==> src/design/mm64_pkg.sv <==
// ----------------------------------------------------------------------------
// mm64_pkg
// Shared types, constants and helpers for the MurmurHash64A stream hasher.
// ----------------------------------------------------------------------------
package mm64_pkg;

   // Mixing constants
   localparam logic [63:0] MIX_MUL   = 64'hc6a4a7935bd1e995;
   localparam int unsigned MIX_SHIFT = 47;

   // Multiplier pipeline latency, in cycles from operand load to product
   localparam int unsigned MUL_LATENCY = 2;

   // Item queue between front and core
   localparam int unsigned QUEUE_DEPTH = 2;
   localparam int unsigned QPTR_W      = $clog2(QUEUE_DEPTH);
   localparam int unsigned QCNT_W      = $clog2(QUEUE_DEPTH + 1);

   // Register file: one 64-bit register at byte address 8*i
   localparam int unsigned CSR_ADDR_W = 4;
   localparam logic        REG_SEED   = 1'b0;

   // What an item asks the core to do
   typedef enum logic [1:0] {
      KIND_FULL,   // eight bytes, full mix
      KIND_TAIL,   // one to seven bytes, xor and multiply
      KIND_NONE    // no bytes, finalize only
   } kind_type;

   // Classified item as it travels through the queue
   typedef struct packed {
      logic [63:0] word;
      kind_type    kind;
      logic        first;
      logic        done;
      logic [31:0] length;
   } entry_type;

   // Core sequencer states
   typedef enum logic [2:0] {
      CORE_IDLE,
      CORE_SEED,
      CORE_KEY1,
      CORE_KEY2,
      CORE_MIXH,
      CORE_FINAL
   } core_state_type;

   // Shift-xor step used by key mixing and finalization
   function automatic logic [63:0] shift_xor(input logic [63:0] x);
      shift_xor = x ^ (x >> MIX_SHIFT);
   endfunction

endpackage

==> src/design/mm64_front.sv <==
// ----------------------------------------------------------------------------
// mm64_front
// Accepts items, saturates the byte count, masks tail bytes and tags each
// item with its kind and whether it opens or closes a message.
// ----------------------------------------------------------------------------
module mm64_front (
   input  logic                clock,
   input  logic                reset,
   input  logic                req_push,
   input  logic [63:0]         req_data_word,
   input  logic [3:0]          req_byte_count,
   input  logic                req_last_word,
   input  logic [31:0]         req_message_length,
   input  logic                q_full,
   output logic                q_write,
   output mm64_pkg::entry_type q_entry
);

   logic       in_msg_ff;
   logic       in_msg_in;
   logic [3:0] count_sat;
   logic [63:0] word_masked;

   // Saturate the count and drop bytes beyond it
   always_comb begin
      count_sat = (req_byte_count > 4'd8) ? 4'd8 : req_byte_count;
      for (int b = 0; b < 8; b++) begin
         word_masked[b*8 +: 8] = (4'(b) < count_sat) ? req_data_word[b*8 +: 8] : 8'h00;
      end
   end

   // Classify the item
   always_comb begin
      q_entry.word   = word_masked;
      q_entry.length = req_message_length;
      q_entry.first  = ~in_msg_ff;
      if (count_sat == 4'd8) begin
         q_entry.kind = mm64_pkg::KIND_FULL;
         q_entry.done = req_last_word;
      end else if (count_sat == 4'd0) begin
         q_entry.kind = mm64_pkg::KIND_NONE;
         q_entry.done = 1'b1;
      end else begin
         q_entry.kind = mm64_pkg::KIND_TAIL;
         q_entry.done = 1'b1;
      end
   end

   assign q_write   = req_push & ~q_full;
   assign in_msg_in = q_write ? ~q_entry.done : in_msg_ff;

   // Track message boundaries
   always_ff @(posedge clock) begin
      if (reset) begin
         in_msg_ff <= 1'b0;
      end else begin
         in_msg_ff <= in_msg_in;
      end
   end

endmodule

==> src/design/mm64_queue.sv <==
// ----------------------------------------------------------------------------
// mm64_queue
// Short item queue that decouples the front from the core.
// ----------------------------------------------------------------------------
module mm64_queue (
   input  logic                clock,
   input  logic                reset,
   input  logic                wr_en,
   input  mm64_pkg::entry_type wr_entry,
   output logic                full,
   input  logic                rd_en,
   output logic                rd_valid,
   output mm64_pkg::entry_type rd_entry
);

   mm64_pkg::entry_type                  slot_ff [mm64_pkg::QUEUE_DEPTH];
   logic [mm64_pkg::QPTR_W-1:0]          wr_ptr_ff, wr_ptr_in;
   logic [mm64_pkg::QPTR_W-1:0]          rd_ptr_ff, rd_ptr_in;
   logic [mm64_pkg::QCNT_W-1:0]          count_ff,  count_in;

   assign full     = (count_ff == mm64_pkg::QCNT_W'(mm64_pkg::QUEUE_DEPTH));
   assign rd_valid = (count_ff != '0);
   assign rd_entry = slot_ff[rd_ptr_ff];

   // Advance pointers and count
   always_comb begin
      wr_ptr_in = wr_ptr_ff;
      rd_ptr_in = rd_ptr_ff;
      count_in  = count_ff;
      if (wr_en) begin
         wr_ptr_in = (wr_ptr_ff == mm64_pkg::QPTR_W'(mm64_pkg::QUEUE_DEPTH - 1)) ?
                     '0 : wr_ptr_ff + 1'b1;
      end
      if (rd_en) begin
         rd_ptr_in = (rd_ptr_ff == mm64_pkg::QPTR_W'(mm64_pkg::QUEUE_DEPTH - 1)) ?
                     '0 : rd_ptr_ff + 1'b1;
      end
      if (wr_en && !rd_en) begin
         count_in = count_ff + 1'b1;
      end else if (!wr_en && rd_en) begin
         count_in = count_ff - 1'b1;
      end
   end

   always_ff @(posedge clock) begin
      if (reset) begin
         wr_ptr_ff <= '0;
         rd_ptr_ff <= '0;
         count_ff  <= '0;
      end else begin
         wr_ptr_ff <= wr_ptr_in;
         rd_ptr_ff <= rd_ptr_in;
         count_ff  <= count_in;
      end
   end

   // Store item payload
   always_ff @(posedge clock) begin
      if (wr_en) begin
         slot_ff[wr_ptr_ff] <= wr_entry;
      end
   end

endmodule

==> src/design/mm64_mul.sv <==
// ----------------------------------------------------------------------------
// mm64_mul
// Two-stage multiplier by the mixing constant, low 64 bits of the product.
// Stage one forms the low partial product, stage two adds the cross terms.
// ----------------------------------------------------------------------------
module mm64_mul (
   input  logic        clock,
   input  logic [63:0] operand,
   output logic [63:0] product
);

   localparam logic [31:0] MUL_LO = mm64_pkg::MIX_MUL[31:0];
   localparam logic [31:0] MUL_HI = mm64_pkg::MIX_MUL[63:32];

   logic [63:0] lo_prod_ff, lo_prod_in;
   logic [31:0] a_lo_ff, a_hi_ff;
   logic [31:0] cross_sum;
   logic [63:0] product_ff, product_in;

   // Low partial product
   assign lo_prod_in = 64'(operand[31:0]) * 64'(MUL_LO);

   // Cross terms land in the upper half only
   assign cross_sum  = (a_hi_ff * MUL_LO) + (a_lo_ff * MUL_HI);
   assign product_in = lo_prod_ff + {cross_sum, 32'h0};

   always_ff @(posedge clock) begin
      lo_prod_ff <= lo_prod_in;
      a_lo_ff    <= operand[31:0];
      a_hi_ff    <= operand[63:32];
      product_ff <= product_in;
   end

   assign product = product_ff;

endmodule

==> src/design/mm64_core.sv <==
// ----------------------------------------------------------------------------
// mm64_core
// Sequencer that takes classified items from the queue and runs the seed,
// key mix, hash mix and finalization steps through one shared multiplier.
// ----------------------------------------------------------------------------
module mm64_core (
   input  logic                clock,
   input  logic                reset,
   input  logic [63:0]         seed,
   input  logic                q_valid,
   input  mm64_pkg::entry_type q_entry,
   output logic                q_pop,
   output logic                out_valid,
   output logic [63:0]         out_hash,
   input  logic                out_pop
);

   mm64_pkg::core_state_type state_ff, state_in;
   logic [63:0]        h_ff, h_in;
   logic [63:0]        word_ff, word_in;
   mm64_pkg::kind_type kind_ff, kind_in;
   logic               done_ff, done_in;
   logic [63:0]        mul_a_ff, mul_a_in;
   logic [1:0]         wait_ff, wait_in;
   logic               out_valid_ff, out_valid_in;
   logic [63:0]        out_hash_ff, out_hash_in;
   logic [63:0]        mul_p;
   logic               prod_ready;
   logic               disp_go;
   mm64_pkg::kind_type disp_kind;
   logic [63:0]        disp_word;
   logic [63:0]        disp_h;

   mm64_mul u_mul (
      .clock   (clock),
      .operand (mul_a_ff),
      .product (mul_p)
   );

   assign prod_ready = (wait_ff == 2'd0);

   // Sequence the multiply steps
   always_comb begin
      state_in     = state_ff;
      h_in         = h_ff;
      word_in      = word_ff;
      kind_in      = kind_ff;
      done_in      = done_ff;
      mul_a_in     = mul_a_ff;
      wait_in      = prod_ready ? 2'd0 : wait_ff - 2'd1;
      q_pop        = 1'b0;
      out_valid_in = out_valid_ff & ~out_pop;
      out_hash_in  = out_hash_ff;
      disp_go      = 1'b0;
      disp_kind    = kind_ff;
      disp_word    = word_ff;
      disp_h       = h_ff;

      case (state_ff)
         mm64_pkg::CORE_IDLE: begin
            if (q_valid) begin
               q_pop   = 1'b1;
               word_in = q_entry.word;
               kind_in = q_entry.kind;
               done_in = q_entry.done;
               if (q_entry.first) begin
                  mul_a_in = 64'(q_entry.length);
                  wait_in  = 2'(mm64_pkg::MUL_LATENCY);
                  state_in = mm64_pkg::CORE_SEED;
               end else begin
                  disp_go   = 1'b1;
                  disp_kind = q_entry.kind;
                  disp_word = q_entry.word;
               end
            end
         end
         mm64_pkg::CORE_SEED: begin
            if (prod_ready) begin
               disp_go = 1'b1;
               disp_h  = seed ^ mul_p;
            end
         end
         mm64_pkg::CORE_KEY1: begin
            if (prod_ready) begin
               mul_a_in = mm64_pkg::shift_xor(mul_p);
               wait_in  = 2'(mm64_pkg::MUL_LATENCY);
               state_in = mm64_pkg::CORE_KEY2;
            end
         end
         mm64_pkg::CORE_KEY2: begin
            if (prod_ready) begin
               mul_a_in = h_ff ^ mul_p;
               wait_in  = 2'(mm64_pkg::MUL_LATENCY);
               state_in = mm64_pkg::CORE_MIXH;
            end
         end
         mm64_pkg::CORE_MIXH: begin
            if (prod_ready) begin
               if (done_ff) begin
                  mul_a_in = mm64_pkg::shift_xor(mul_p);
                  wait_in  = 2'(mm64_pkg::MUL_LATENCY);
                  state_in = mm64_pkg::CORE_FINAL;
               end else begin
                  h_in     = mul_p;
                  state_in = mm64_pkg::CORE_IDLE;
               end
            end
         end
         mm64_pkg::CORE_FINAL: begin
            // hold the hash until the output slot frees up
            if (prod_ready && (!out_valid_ff || out_pop)) begin
               out_valid_in = 1'b1;
               out_hash_in  = mm64_pkg::shift_xor(mul_p);
               state_in     = mm64_pkg::CORE_IDLE;
            end
         end
         default: begin
            state_in = mm64_pkg::CORE_IDLE;
         end
      endcase

      // Start the first step of an item once its starting hash is known
      if (disp_go) begin
         h_in    = disp_h;
         wait_in = 2'(mm64_pkg::MUL_LATENCY);
         case (disp_kind)
            mm64_pkg::KIND_FULL: begin
               mul_a_in = disp_word;
               state_in = mm64_pkg::CORE_KEY1;
            end
            mm64_pkg::KIND_TAIL: begin
               mul_a_in = disp_h ^ disp_word;
               state_in = mm64_pkg::CORE_MIXH;
            end
            mm64_pkg::KIND_NONE: begin
               mul_a_in = mm64_pkg::shift_xor(disp_h);
               state_in = mm64_pkg::CORE_FINAL;
            end
            default: begin
               state_in = mm64_pkg::CORE_IDLE;
            end
         endcase
      end
   end

   // Control state
   always_ff @(posedge clock) begin
      if (reset) begin
         state_ff     <= mm64_pkg::CORE_IDLE;
         wait_ff      <= 2'd0;
         out_valid_ff <= 1'b0;
      end else begin
         state_ff     <= state_in;
         wait_ff      <= wait_in;
         out_valid_ff <= out_valid_in;
      end
   end

   // Datapath registers
   always_ff @(posedge clock) begin
      h_ff        <= h_in;
      word_ff     <= word_in;
      kind_ff     <= kind_in;
      done_ff     <= done_in;
      mul_a_ff    <= mul_a_in;
      out_hash_ff <= out_hash_in;
   end

   assign out_valid = out_valid_ff;
   assign out_hash  = out_hash_ff;

endmodule

==> src/design/murmur64a_stream_hash.sv <==
// ----------------------------------------------------------------------------
// murmur64a_stream_hash
// Streaming 64-bit MurmurHash64A over little-endian words, with a seed
// register on an APB-style port.
// ----------------------------------------------------------------------------
//   Channel  Direction  Handshake           Payload
//   req      in         req_push/req_full   data_word, byte_count, last_word,
//                                           message_length
//   rsp      out        rsp_pop/rsp_empty   hash_value
//   csr      in/out     psel/penable/pready seed at byte address 0
//
// A body word runs through the key mix and the hash mix; the first item of a
// message adds the seed multiply and the last item adds finalization. Each
// multiply goes through one shared two-stage multiplier (up to 5 steps per
// item).
// Reset is synchronous and clears the queue, sequencer and output slot; the
// seed returns to zero. A two-entry queue keeps accepting items while the
// core works, and the core holds a finished hash until rsp_pop takes it.
// ----------------------------------------------------------------------------
module murmur64a_stream_hash (
   input  logic                            clock,
   input  logic                            reset,
   input  logic                            req_push,
   output logic                            req_full,
   input  logic [63:0]                     req_data_word,
   input  logic [3:0]                      req_byte_count,
   input  logic                            req_last_word,
   input  logic [31:0]                     req_message_length,
   output logic                            rsp_empty,
   input  logic                            rsp_pop,
   output logic [63:0]                     rsp_hash_value,
   input  logic                            csr_psel,
   input  logic                            csr_penable,
   input  logic                            csr_pwrite,
   input  logic [mm64_pkg::CSR_ADDR_W-1:0] csr_paddr,
   input  logic [63:0]                     csr_pwdata,
   output logic [63:0]                     csr_prdata,
   output logic                            csr_pready
);

   logic [63:0]         seed_ff, seed_in;
   logic                csr_write;
   logic                q_write;
   logic                q_full;
   logic                q_valid;
   logic                q_pop;
   mm64_pkg::entry_type front_entry;
   mm64_pkg::entry_type head_entry;
   logic                out_valid;

   // Register access
   assign csr_pready = 1'b1;
   assign csr_write  = csr_psel & csr_penable & csr_pwrite & csr_pready;
   assign seed_in    = (csr_write && csr_paddr[3] == mm64_pkg::REG_SEED) ?
                       csr_pwdata : seed_ff;
   assign csr_prdata = (csr_paddr[3] == mm64_pkg::REG_SEED) ? seed_ff : 64'h0;

   always_ff @(posedge clock) begin
      if (reset) begin
         seed_ff <= 64'h0;
      end else begin
         seed_ff <= seed_in;
      end
   end

   mm64_front u_front (
      .clock              (clock),
      .reset              (reset),
      .req_push           (req_push),
      .req_data_word      (req_data_word),
      .req_byte_count     (req_byte_count),
      .req_last_word      (req_last_word),
      .req_message_length (req_message_length),
      .q_full             (q_full),
      .q_write            (q_write),
      .q_entry            (front_entry)
   );

   mm64_queue u_queue (
      .clock    (clock),
      .reset    (reset),
      .wr_en    (q_write),
      .wr_entry (front_entry),
      .full     (q_full),
      .rd_en    (q_pop),
      .rd_valid (q_valid),
      .rd_entry (head_entry)
   );

   mm64_core u_core (
      .clock     (clock),
      .reset     (reset),
      .seed      (seed_ff),
      .q_valid   (q_valid),
      .q_entry   (head_entry),
      .q_pop     (q_pop),
      .out_valid (out_valid),
      .out_hash  (rsp_hash_value),
      .out_pop   (rsp_pop)
   );

   assign req_full  = q_full;
   assign rsp_empty = ~out_valid;

endmodule

==> config.mk <==
export PLATFORM = sky130hd
export DESIGN_NAME = murmur64a_stream_hash
export DESIGN_NICKNAME = d
export VERILOG_FILES = /design/src/design/mm64_pkg.sv /design/src/design/mm64_front.sv /design/src/design/mm64_queue.sv /design/src/design/mm64_mul.sv /design/src/design/mm64_core.sv /design/src/design/murmur64a_stream_hash.sv
export SDC_FILE = /design/constraint.sdc
export NUM_CORES = 2
export LEC_CHECK = 0
export ABC_CLOCK_PERIOD_IN_PS = 9650
export BUFFER_PORTS_ARGS = -buffer_cell sky130_fd_sc_hd__buf_2
export CORE_MARGIN = 2
export CORE_UTILIZATION = 50
export CTS_BUF_LIST = sky130_fd_sc_hd__clkbuf_16
export DETAILED_ROUTE_END_ITERATION = 10
export PLACE_DENSITY = 0.64
export SYNTH_ARGS = -nofsm -noshare
export SYNTH_HDL_FRONTEND = slang
export SYNTH_SLANG_ARGS = --single-unit
export TNS_END_PERCENT = 1
==> constraint.sdc <==
create_clock -name clock -period 9.65 [get_ports clock]
set_input_delay 1.93 -clock clock [delete_from_list [all_inputs] [get_ports clock]]
set_output_delay 1.93 -clock clock [all_outputs]
set_load 0.02 [all_outputs]
### After elaboration in Yosys (flattened, before gate mapping)

Memories as Yosys holds them, arrays and structs flattened. A register that Yosys moved wholly into a read port is not among the register bits.
Cells that the tools add are included.

| word-level totals | value |
|---|---|
| memories kept | 1 |
| bits of input ports | 176 |
| RAM bits | 200 |
| register bits after elaboration | 525 |

Memory list:

| memory | words | width | read ports | clocked after memory_dff | wr ports | RTL line | text |
|---|---|---|---|---|---|---|---|
| u_queue.slot_ff | 2 | 100 | 1 | 1 | 1 | mm64_queue.sv:16 | `mm64_pkg::entry_type slot_ff [mm64_pkg::QUEUE_DEPTH];` |

| cells by class | value |
|---|---|
| add/subtract/negate cells | 7 |
| reductions and logical operators | 22 |
| mux-type cells | 68 |
| $lt $le $gt $ge | 9 |
| bitwise gates (word level) | 15 |
| equal/unequal tests | 17 |
| multiply operators | 3 |

Operators by type and width:

| operator | count |
|---|---|
| $mux W64 | 17 |
| $pmux W64 S4 | 1 |
| $pmux W64 S3 | 1 |
| $xor A64 B64 Y64 | 3 |
| $xor A64 B17 Y64 | 2 |
| $add A63 B64 Y64 | 1 |
| $mul A32 B31 Y32 const B | 2 |
| $mux W8 | 8 |
| $mul A32 B31 Y63 const B | 1 |
| $add A32 B32 Y32 | 1 |
| $mux W2 | 14 |
| $mux W3 | 8 |
| $pmux W3 S6 | 1 |
| $lt A3 B4 Y1 const A | 4 |
| $mux W1 | 14 |
| $ne A3 B1 Y1 const B | 4 |
| $pmux W3 S3 | 1 |
| $lt A1 B4 Y1 const A | 2 |
| $lt A2 B4 Y1 const A | 2 |
| $reduce_bool A2 Y1 | 4 |
| $reduce_and A7 Y1 | 1 |
| $eq A3 B2 Y1 const B | 2 |
| $eq A3 B3 Y1 const B | 2 |
| $ne A3 B2 Y1 const B | 2 |
| other kinds (24) | 43 |

### Longest topological paths before layout

| depth | value |
|---|---|
| depth in word-level cells | 7 |
| mapped depth | 36 |
| mapped depth without buffers | 36 |

### By module

A second synthesis with hierarchy kept.

| second synthesis, totals | value |
|---|---|
| cell total of the unflattened synthesis | 6526 |
| area total of the unflattened synthesis | 70038.4 µm² |

Modules (own cells, without submodules):

| module | cells each | instances | area an instance (µm²) |
|---|---|---|---|
| mm64_mul | 3888 | 1 | 41050.6 |
| mm64_core | 1838 | 1 | 17372.9 |
| mm64_queue | 333 | 1 | 7462.2 |
| murmur64a_stream_hash | 352 | 1 | 3360.7 |
| mm64_front | 115 | 1 | 792.0 |

### Worst setup path after synthesis

No wires, ideal clock.

| timing | value |
|---|---|
| path type | register to register |
| from | register u_core.u_mul.a_hi_ff[1] |
| to | register u_core.u_mul.product_ff[63] (netlist: u_core.u_mul.product[63]) |
| slack | 1.346 ns |
| arrival time | 8.180 ns |
| setup time | 0.124 ns |
| buffers on the path | 0 |
| stages on the path, launching flop included | 35 |
| clock period less this slack | 8.304 ns |
| cell sequence | dfxtp_1 -> inv_1 -> fa_1 -> inv_1 -> fa_1 -> fa_1 -> fa_1 -> fa_1 -> inv_1 -> fa_1 -> inv_1 -> fa_1 -> fa_1 -> inv_1 -> fa_1 -> inv_1 -> ha_1 -> a21oi_1 -> o21ai_0 -> a2111oi_0 -> a211oi_1 -> a41o_1 -> nor3_1 -> o21bai_1 -> a21oi_1 -> xnor2_1 -> ha_1 -> inv_1 -> o21bai_1 -> a21oi_1 -> nand2b_1 -> a31o_2 -> a31oi_1 -> xnor2_1 -> xor2_1 |

| between the ends | value |
|---|---|
| cells in the longest elaborated chain, start to end | 3 |

RTL lines:

| item | RTL line | text |
|---|---|---|
| start, declared | mm64_mul.sv:16 | `logic [31:0] a_lo_ff, a_hi_ff;` |
| start signal, assigned | mm64_mul.sv:30 | `a_hi_ff <= operand[63:32];` |
| $mul A32 B31 Y32 | mm64_mul.sv:24 | `assign cross_sum = (a_hi_ff * MUL_LO) + (a_lo_ff * MUL_HI);` |
| $add A32 B32 Y32 | mm64_mul.sv:24 |  |
| $add A63 B64 Y64 | mm64_mul.sv:25 | `assign product_in = lo_prod_ff + {cross_sum, 32'h0};` |
| via u_core.u_mul.product_in[63] | mm64_mul.sv:18 | `logic [63:0] product_ff, product_in;` |
| end signal, assigned | mm64_mul.sv:31 | `product_ff <= product_in;` |
| end, declared | mm64_mul.sv:18 |  |

The timed path passes the listed nets, and every way through them passes these cells.
A chain may end at the register's enable or synchronous reset.

### Worst setup path after layout

| timing | value |
|---|---|
| from | register u_core.u_mul.a_lo_ff[6] |
| to | register u_core.u_mul.product_ff[63] (netlist: u_core.u_mul.product[63]) |

| between the ends | value |
|---|---|
| cells in the longest elaborated chain, start to end | 3 |

RTL lines:

| item | RTL line | text |
|---|---|---|
| start, declared | mm64_mul.sv:16 |  |
| start signal, assigned | mm64_mul.sv:29 | `a_lo_ff <= operand[31:0];` |
| $mul A32 B31 Y32 | mm64_mul.sv:24 |  |
| $add A32 B32 Y32 | mm64_mul.sv:24 |  |
| $add A63 B64 Y64 | mm64_mul.sv:25 |  |
| via u_core.u_mul.product_in[63] | mm64_mul.sv:18 |  |

The timed path passes the listed nets, and every way through them passes these cells.

==> impl_results.md <==
* Fmax achieved at 109 MHz
* Setup Skew at 0.0406 ns
* Ratio of cells with drive above 1 in the final layout at 11.3%
* Post-Layout Inst Area at 0.0724 mm2
* CP peak stage delay at 0.76 ns
* Yosys warning count at 0
* Fillers at 11400
* Final #Nets at 8252
* Post-route setup TNS at 0 ns
* Worst Path Max Fanout at 7
* DP HPWL at 162000 um
* CP endpoint kind: flop
* R2r worst-path depth at 32
* Die footprint at 0.134 mm2
* CTS sink cnt at 724
* DR pass1 iterations at 9
* Final period util at 94.8%
* Count of final setup violators at 0
* Hold_buf cts at 0
* Netlist area before placement at 0.0657 mm2
* Gr ovfl total at 0
* Worst-skew pair later-pin latency at 0.69 ns
* Grt met2 use at 49.2%
* Crit path depth at 32
* Post-synthesis sequential area ratio at 28.1%
* Cell Area, Placed at 0.0698 mm2
* Rel. slew slack at 22.9%
* Outcome: finished clean
* Max-Cap Viols at 0
* Ys flop type: edfxtp_1
* Syn Inst Count at 6024
* Measured slew at the worst slew-check pin at 1.15 ns
* Die H at 366 um
* CTS tree: yes
* Fin. Hold Viols at 0
* Port bufs at 302
* Reg2reg end: u_core.u_mul.product[63]$_DFF_P_
* Hold Crit Class: reg2reg
* RSZ-0062 raised after global routing: false
* Vias in the first global route at 46500
* Reg-to-Reg Start: u_core.u_mul.a_lo_ff[6]$_DFF_P_
* Clock slew at reported path FFs at 0.06 ns
* Gpl congestion at 0.986
* Clk buf depth at 3
* I/O Pins at 307
* Slew Viols, Final at 0
* CTS Buf Count at 78
* First-pass GRT wire length at 299000 um
* Synth async-reset ratio at 0%
* CP Data Required Time at 10.26 ns
* Top Usage Layer GRT: met2
* Via count at 44800
* CP most frequent cell: fa_1
* Vias per cell at 5.47
* CP top delay family: adder cells
* Syn Nets at 7906
* # DRC at 0
* R2r setup slk at 0.50 ns
* Area of the multi-input gates at 0.0422 mm2
* Worst EP arrival at 9.76 ns
* Final WL at 199000 um
* Core Region at 0.130 mm2
* Crit. Startpoint: u_core.u_mul.a_lo_ff[6]$_DFF_P_
* Post-route ant nets at 0
* Largest net degree at the start of global routing at 99
* Min cycle time layout at 9.15 ns
* Overall Global Routing Usage at 30.1%
* Critical Path Source Type: flop
* Starting DRC count in detailed routing at 3505
* Starting Density at 50.5%
* Register bit total from synthesis at 724
* Crit path to: u_core.u_mul.product[63]$_DFF_P_
* Setup CP Type: reg2reg
* Syn avg cell area at 10.9 um2
* Initial antenna violation count at 14
* Area Growth Syn to Fin at 10.2%
* Met1 Use GR at 40.0%
* Post-CTS Setup Repair Bufs at 0
* Register area at 0.0185 mm2
* Worst path bufs/invs at 5
* Die width at 366 um
* Post-synth cell types at 76
* Site row count at 132
* Htree depth at 3
* EDFF count, synth at 395
* Critical-path top delay cell: dfxtp_1
* Wire per inst at 24.3 um
* CTS Root Cell: clkbuf_16
* Grt met3 use at 4.88%
-- placed cells by master (no fill, tap or decap), types with 16 or more instances in the layout --
master,netlist,layout
edfxtp_1,395,395
a2bb2oi_1,46,46
and2_1,22,22
fa_1,832,832
a21o_1,49,49
nor3_1,27,24
mux2_2,147,147
o21a_1,27,27
nor2b_1,125,125
o21bai_1,16,16
clkbuf_16,0,79
dfxtp_1,329,327
clkinv_1,1,17
a211oi_1,45,44
nand3_1,19,19
a31o_2,19,19
nor3b_1,33,32
a221oi_1,23,23
buf_2,1,302
o21ai_0,181,180
xor2_1,105,105
inv_1,1221,1240
a21oi_1,221,219
a22oi_1,18,18
mux2i_1,39,39
xnor2_1,275,275
a31oi_1,68,68
ha_1,874,871
buf_4,1,116
o21ai_1,34,34
nand2_1,358,356
nor2_1,178,174
-- cell usage after synthesis, drive strengths merged, types with 46 or more instances --
library cell,instances,area share (%)
a21o,49,0.56
a21oi,222,1.7
a2bb2oi,46,0.61
a31oi,68,0.65
clkbuf,142,0.81
dfxtp,329,10
edfxtp,395,18
fa,832,25
ha,874,17
inv,1221,7.0
mux2,147,2.5
nand2,358,2.0
nor2,178,1.0
nor2b,125,1.2
o21ai,216,1.7
xnor2,275,3.7
xor2,105,1.4
-- per-layer routing --
layer  vias to the layer above  part of all wire [%]
met4                         6                   4.7
met2                      1525                    47
met5                         -                 0.022
met1                     22500                    42
met3                       330                   6.6
li1                      20400                     -
-- worst reg2reg max path, delay by kind of cell, from the launching register on --
kind	cells	cell delay (ns)
XOR/XNOR	3	0.51
flip-flops	1	0.76
AO/OA/AOI/OAI	9	1.96
buffers and inverters	5	0.52
adder cells (fa/ha/maj)	11	4.64
AND/OR/NAND/NOR	4	0.68
-- kinds of logic after synthesis --
logic type | share of synthesized area [%]
AOI/OAI and AO/OA | 8.07
xor gates and xnor gates | 5.07
adders and majority gates | 42.0
buffers and inverters | 7.86
DFF | 28.1
muxes | 3.11
other | 0.00571
and+or+nand+nor | 5.80
-- metrics by stage --
step                      utilization [%]  hold slack [ns]  setup WS (ns)  std cells
after CTS                            55.7            0.311          0.349       8178
after detailed placement             53.7            0.312          0.416       8032
after global routing                 55.7            0.316         0.0185       8178
after floorplan                         -            0.310           1.35       6024
final                                55.7            0.317          0.503       8180
after global placement               53.7            0.311          0.530       8032
-- sequential cells by signal (all words and copies together) (netlist names), 61 cells and up, named ones only --
register / count
u_core.mul_a_ff: 64
u_core.h_ff: 64
u_core.u_mul.lo_prod_ff: 61
u_core.out_hash: 64
u_core.u_mul.product: 64
seed_ff: 64
u_queue.slot_ff: 200
u_core.word_ff: 64
-- worst min-delay path by stage --
stage | slack [ns] | end | start | cells after the start
after floorplan | 0.31 | u_core.u_mul.product[10]$_DFF_P_ | u_core.u_mul.lo_prod_ff[10]$_DFF_P_ | 0
after global placement | 0.31 | u_core.u_mul.product[28]$_DFF_P_ | u_core.u_mul.lo_prod_ff[28]$_DFF_P_ | 0
after detailed placement | 0.31 | u_core.u_mul.product[19]$_DFF_P_ | u_core.u_mul.lo_prod_ff[19]$_DFF_P_ | 0
after CTS | 0.31 | u_core.u_mul.product[21]$_DFF_P_ | u_core.u_mul.lo_prod_ff[21]$_DFF_P_ | 0
after global routing | 0.32 | u_core.u_mul.product[21]$_DFF_P_ | u_core.u_mul.lo_prod_ff[21]$_DFF_P_ | 0
final | 0.32 | u_core.u_mul.product[21]$_DFF_P_ | u_core.u_mul.lo_prod_ff[21]$_DFF_P_ | 0
-- repair_timing --
| item | in CTS | in global routing |
|---|---|---|
| endpoints found under the hold margin | 0 | 0 |
| setup endpoints to repair | 0 | 4 |
| resized for setup | 0 | 7 |
-- layout make-up --
type                            instances  share of cell area [%]
Multi-Input combinational cell       3926                    58.3
Sequential cell                       724                    25.5
Inverter                             1222                    6.34
Timing Repair Buffer                  418                    3.29
Tap cell                             1742                    3.01
Clock buffer                           79                    2.73
Clock inverter                         67                   0.838
Antenna cell                            2                 0.00691
Power is left out: the tool's default activity adds up to more than one toggle a clock period on the data nets, which glitch-free logic cannot reach.
